--- src/sv/rti_pkg.sv ---
package rti_pkg;

  localparam int IDX_W            = 10;
  localparam int COORD_W          = 32;
  localparam int EDGE_W           = COORD_W + 1;
  localparam int PROD_W           = 2 * EDGE_W;
  localparam int CROSS_W          = PROD_W + 1;
  localparam int SPLIT_W          = 34;
  localparam int LO_W             = EDGE_W + SPLIT_W + 1;
  localparam int DOT_W            = 100;
  localparam int FRAC_W           = 16;
  localparam int NUM_W            = DOT_W + FRAC_W;
  localparam int QUOT_W           = 32;
  localparam int REM_W            = DOT_W + QUOT_W;
  localparam int VERTEX_COUNT_DEF = 1024;
  localparam int QUEUE_DEPTH      = 2;
  localparam int LVL_W            = $clog2(QUEUE_DEPTH + 1);

  localparam logic OP_WRITE = 1'b0;
  localparam logic OP_ISECT = 1'b1;

  typedef logic signed [COORD_W-1:0] coord_t;
  typedef logic [IDX_W-1:0]          idx_t;

  localparam coord_t SAT_POS = coord_t'({1'b0, {(COORD_W-1){1'b1}}});
  localparam coord_t SAT_NEG = coord_t'({1'b1, {(COORD_W-1){1'b0}}});

  typedef struct packed {
    logic   operation;
    idx_t   vertex_slot;
    coord_t coord_x;
    coord_t coord_y;
    coord_t coord_z;
    coord_t dir_x;
    coord_t dir_y;
    coord_t dir_z;
    idx_t   corner_a;
    idx_t   corner_b;
    idx_t   corner_c;
  } rti_in_t;

  typedef struct packed {
    logic   hit;
    coord_t bary_one;
    coord_t bary_two;
    coord_t ray_distance;
    logic   saturated;
  } rti_out_t;

  typedef struct packed {
    coord_t x;
    coord_t y;
    coord_t z;
  } vec_t;

  typedef struct packed {
    vec_t v0;
    vec_t v1;
    vec_t v2;
    vec_t org;
    vec_t dir;
  } rti_job_t;

  typedef struct packed {
    logic             empty;
    logic [LVL_W-1:0] level;
  } rti_q_stat_t;

  typedef struct packed {
    logic                  zero_den;
    logic [2:0]            neg;
    logic [2:0][NUM_W-1:0] num;
    logic [DOT_W-1:0]      den;
  } rti_div_job_t;

endpackage

--- src/sv/rti_fifo.sv ---
module rti_fifo import rti_pkg::*; (
  input  logic        clk,
  input  logic        rst_n,
  input  logic        push,
  input  rti_job_t    push_job,
  input  logic        pop,
  output rti_job_t    head,
  output rti_q_stat_t stat
);

  localparam int PW = (QUEUE_DEPTH > 1) ? $clog2(QUEUE_DEPTH) : 1;

  rti_job_t         slot_r [QUEUE_DEPTH];
  logic [PW-1:0]    wp_r, rp_r;
  logic [LVL_W-1:0] level_r, level_nxt;

  function automatic logic [PW-1:0] bump(logic [PW-1:0] p);
    return (int'(p) == QUEUE_DEPTH - 1) ? '0 : PW'(p + 1'b1);
  endfunction

  always_ff @(posedge clk) begin
    if (push) begin
      slot_r[wp_r] <= push_job;
    end
  end

  assign level_nxt = level_r + LVL_W'(push) - LVL_W'(pop);

  always_ff @(posedge clk) begin
    if (!rst_n) begin
      wp_r    <= '0;
      rp_r    <= '0;
      level_r <= '0;
    end else begin
      if (push) begin
        wp_r <= bump(wp_r);
      end
      if (pop) begin
        rp_r <= bump(rp_r);
      end
      level_r <= level_nxt;
    end
  end

  assign head       = slot_r[rp_r];
  assign stat.empty = (level_r == '0);
  assign stat.level = level_r;

endmodule

--- config.mk ---
export PLATFORM = sky130hd
export DESIGN_NAME = rti_fifo
export DESIGN_NICKNAME = d
export VERILOG_FILES = /design/src/sv/rti_pkg.sv /design/src/sv/rti_fifo.sv
export SDC_FILE = /design/constraint.sdc
export NUM_CORES = 1
export LEC_CHECK = 0
export BUFFER_PORTS_ARGS = -buffer_cell sky130_fd_sc_hd__clkbuf_2
export CAP_MARGIN = 20
export CORE_AREA = 5 5 372 374
export DETAILED_ROUTE_END_ITERATION = 7
export DIE_AREA = 0 0 377 379
export GPL_TIMING_DRIVEN = 1
export PLACE_DENSITY = 0.47
export SETUP_SLACK_MARGIN = 0.4
export SKIP_CTS_REPAIR_TIMING = 1
export SYNTH_ARGS = -nofsm -noshare
export SYNTH_HDL_FRONTEND = slang
export SYNTH_SLANG_ARGS = --single-unit
export TNS_END_PERCENT = 20
--- constraint.sdc ---
create_clock -name clk -period 36.3 [get_ports clk]
set_input_delay 5.445 -clock clk [delete_from_list [all_inputs] [get_ports clk]]
set_output_delay 5.445 -clock clk [all_outputs]
set_load 0.01 [all_outputs]
After elaboration in Yosys (flattened, before gate mapping)
Memories as Yosys holds them, arrays and structs flattened. A register that Yosys moved wholly into a read port is not among the register bits. Index checks and enable logic that the tools add are counted. Widths: inputs -> output; s select.

Bits in registers: 4. Memory bits (writable): 960. Input bits: 484. Output and inout port bits: 483. Word-level logic and storage cells: 15. Memories: 1.

Add/subtract/negate cells: 4. Muxes and demuxes: 6. Reductions and logical operators: 1.

Memory list: slot_r (depth 2, bits a word 480, read ports 1, clocked after Yosys merged registers in 1, write ports 1, line rti_fifo.sv:13) `rti_job_t slot_r [QUEUE_DEPTH];`.

Operators by type and width (count): $mux 1 (6); $add 1x1->1 const B (2); $add 2x1->2 (1); $logic_not 2->1 (1); $sub 2x1->2 (1).

Longest topological paths before layout
Depth after elaboration: 4. Depth in mapped cells: 6. Mapped depth without buffers: 6.

Worst setup path before layout
No wires, ideal clock.

Path type: input to register. Start: input push. End: register wp_r. Setup time: 0.157 ns. Arrival time: 27.487 ns. Path slack: 8.656 ns. Stages on the path: 2. Cell sequence: nor2b_1 > o21a_1.

RTL lines: start, declared (line rti_fifo.sv:4) `input logic push,`; end signal, assigned (line rti_fifo.sv:36) `wp_r <= bump(wp_r);`; end, declared (line rti_fifo.sv:14) `logic [PW-1:0] wp_r, rp_r;`.

==> run metrics <==
outcome=finished clean; total global routing track utilization=between 10% and 20%; multiplexer fraction of the synthesized cell area=15.5%; power share of the combinational group=9.8%; per-instance average area after synthesis=23.0 µm²; Post-Synthesis Cell Area=34900 µm²; synthesized netlist net count=1999; main combinational cell family by area after synthesis=multiplexers; total placed cells including tap cells=4225; Finish-stage setup viols=0; Simple-Gate Fraction of Synth Area=0.136%; Clock Power Share=39.5%; Via-to-Cell Ratio=roughly 4.1; f_max=107 MHz; transition time at the pin with the least slew margin=1140 ps; number of core rows=135; Die ar.=around 140000 µm²; Max Fanout on Critical Path=70; count of buffer and inverter cells on the critical path=3; growth of design area from synthesis to finish=29.4%; placer's final routability congestion estimate=0.839; Die Span X=~380 µm; Final Skew=17.4 ps; worst endpoint data arrival time=3900 ps; nature of the critical path endpoint=primary output; share of the synthesized area in compound gates (AO/OA/AOI/OAI)=0.0215%; XOR/XNOR share of the synthesized area=less than 1%; number of standard cells after synthesis=1513; r2r worst-path depth=6; Num Clock Sinks=965; routed via count=18100; cell at the root of the clock tree=sky130_fd_sc_hd__clkbuf_16; CP Data Required Time=30850 ps; Power Internal=between 1.5 and 2 mW; worst hold path cell count=2; register bit count reported by yosys=965; share of the synthesized area in the top cell type=82.7%; Core Region=between 100000 and 150000 µm²; Post-layout nets=3037; clock tree from TritonCTS=built; Max-cap violations=0; unrepaired setup endpoints after global routing=false; estimated wirelength of the detail-placed design=68100 µm; initial DRC count=roughly 750; number of buffers added by the clock tree synthesis step=roughly 100; final worst path period need=9340 ps; sum of negative setup slack=0 ps; number of levels in the clock H-tree=3; proportion of layout cells with a drive suffix above 1=~54%; clock insertion delay at the later pin of the skew report=680 ps; Final Power=2.57 mW; dominant cells by area after synthesis=sky130_fd_sc_hd__edfxtp_1, sky130_fd_sc_hd__mux2_2, sky130_fd_sc_hd__mux2_1; filler-free cell count of the finished design=4439; worst hold path class=reg -> reg; layout filler cell count=13000; final count of pins violating max slew=0; Starting Density=25.9%; startpoint-to-endpoint class of the critical path=reg -> out; critical path's largest stage delay=880 ps; footprint of the flip-flops and latches=28900 µm²; detailed-route wire length=93600 µm; crit share post-route=approximately 26%; cell count along the critical path=4; CTS clock-pin slew for the worst setup and hold paths=60 ps; first-pass GRT wire length=131000 µm; reported net switching power=0.588 mW; crit-path cells=buf_4 > buf_4 > mux2_1 > clkbuf_2; count of buffers inserted at the top-level ports=966; peak supply drop=0.0391 mV; multi-input gate area in the final layout=5530 µm²; maximum number of pins on one net before global-route repair=172; distinct cell type count of the synthesized netlist=14; antenna violations before repair=47; Yosys top cell by area=sky130_fd_sc_hd__edfxtp_1; Clock Tree Buf Depth=3; reported leakage power=16.7 nW; vias in the first global route=around 20000; Chip Height=379 µm; relative contribution of sequential cells to total power=50.7%; Hold Vio Cnt, Final=0; total global routing overflow=0; Top Ports=around 970; tightest slew margin relative to the limit=24.1%; largest delay contributor family on the critical path=buffers and inverters; average routed wire per standard cell=21.1 µm; crit start category=flip-flop; sequential share of the synthesized area=83.0%; Post-DRT Antenna Nets=0; Cell Pwr Density=approximately 57 nW/µm²; switching part of the total power=22.8%; Warnings, synthesis=0; count of unresolved DRC violations after routing=0; arithmetic-cell share of the synthesized area counting full adders, half adders and majority gates=0.0718%; Critical Path Slowest Stage Cell=sky130_fd_sc_hd__dfxtp_4; first-pass iteration count of the detailed router=4; CP most frequent cell=sky130_fd_sc_hd__buf_4
## registers in the layout, summed over array words and instances, names as in the netlist, named ones only
| register | flops |
|---|---|
| level_r | 2 |
| rp_r | 1 |
| slot_r | 960 |
| wp_r | 1 |
## cell type report
class                      count  share of cell area, %
tap                         1781                   4.94
sequential                   965                   64.1
inverter                       2                 0.0166
timing repair buffer         985                   11.1
clock inverter                68                   1.41
antenna                       22                  0.122
multi-input combinational    493                   12.3
clock buffer                 123                   5.98
## tightest hold or removal path, cell delays in order (launching register included)
cell and delay, ps:
sky130_fd_sc_hd__dfxtp_1 320, sky130_fd_sc_hd__xor2_1 70, sky130_fd_sc_hd__and2_1 150
## logic make-up after synthesis
logic type / count (synthesis)
AND/OR/NAND/NOR: 8
buffers and inverters: 55
AO/OA/AOI/OAI: 1
adder cells (fa/ha/maj): 2
flip-flops: 965
multiplexers: 480
XOR/XNOR: 2
## cells in the final DEF, fill, tap and decap left out, types with 2 or more instances in the layout
cell,Yosys,layout
sky130_fd_sc_hd__edfxtp_1,960,960
sky130_fd_sc_hd__inv_1,2,2
sky130_fd_sc_hd__buf_4,0,16
sky130_fd_sc_hd__mux2_1,200,200
sky130_fd_sc_hd__inv_6,0,5
sky130_fd_sc_hd__clkbuf_2,0,966
sky130_fd_sc_hd__clkbuf_1,0,18
sky130_fd_sc_hd__ha_1,2,2
sky130_fd_sc_hd__clkinv_1,0,27
sky130_fd_sc_hd__bufinv_16,0,8
sky130_fd_sc_hd__dfxtp_1,5,4
sky130_fd_sc_hd__clkinv_16,0,4
sky130_fd_sc_hd__diode_2,0,22
sky130_fd_sc_hd__nor2b_1,3,2
sky130_fd_sc_hd__buf_12,0,2
sky130_fd_sc_hd__mux2_2,280,280
sky130_fd_sc_hd__and2_1,4,3
sky130_fd_sc_hd__clkbuf_16,0,105
sky130_fd_sc_hd__clkinv_2,0,21
## cells in the mapped netlist (all sizes together)
| cell | count |
|---|---|
| nor2 | 1 |
| dfxtp | 5 |
| xnor3 | 1 |
| and2 | 4 |
| mux2 | 480 |
| inv | 2 |
| xor2 | 1 |
| ha | 2 |
| nor2b | 3 |
| edfxtp | 960 |
| buf | 53 |
| o21a | 1 |
## layer usage
| metal | vias up | GRT usage [%] | wire length, µm |
|---|---|---|---|
| li1 | 8177 | - | - |
| met4 | 36 | 5.11 | 2690 |
| met2 | 706 | 21.8 | 48000 |
| met5 | - | 0 | 220 |
| met1 | 8995 | 12.7 | 32500 |
| met3 | 175 | 6.02 | 10300 |
## path summary, 6_finish.rpt
| path | start | end | slack (ps) |
|---|---|---|---|
| max reg2reg | wp_r | slot_r[1][468] | 31740 |
| max | flip-flop | head[302] | 26960 |
| min | rp_r | rp_r | 590 |
| min reg2reg | rp_r | rp_r | 590 |
## through the flow
stage | area [µm²] | hold slack, ps | util, % | worst slack [ps]
2_1_floorplan | 34900 | 555 | - | 8660
3_3_place_gp | 41700 | 571 | 31.0 | 26320
6_report | 45100 | 586 | 33.5 | 26960
4_1_cts | 45000 | 586 | 33.4 | 26720
3_5_place_dp | 41700 | 572 | 31.0 | 26200
5_1_grt | 45100 | 608 | 33.5 | 26650
## power groups by stage
stage	logic (mW)	registers, mW	clock network (mW)
final	0.253	1.31	1.02
after global routing	0.273	1.31	1.10
after CTS	0.260	1.31	1.06
after detailed placement	0.258	1.33	0
after global placement	0.255	1.33	0
after floorplan	0.134	1.36	0
Power figures use the tool's default switching activity.
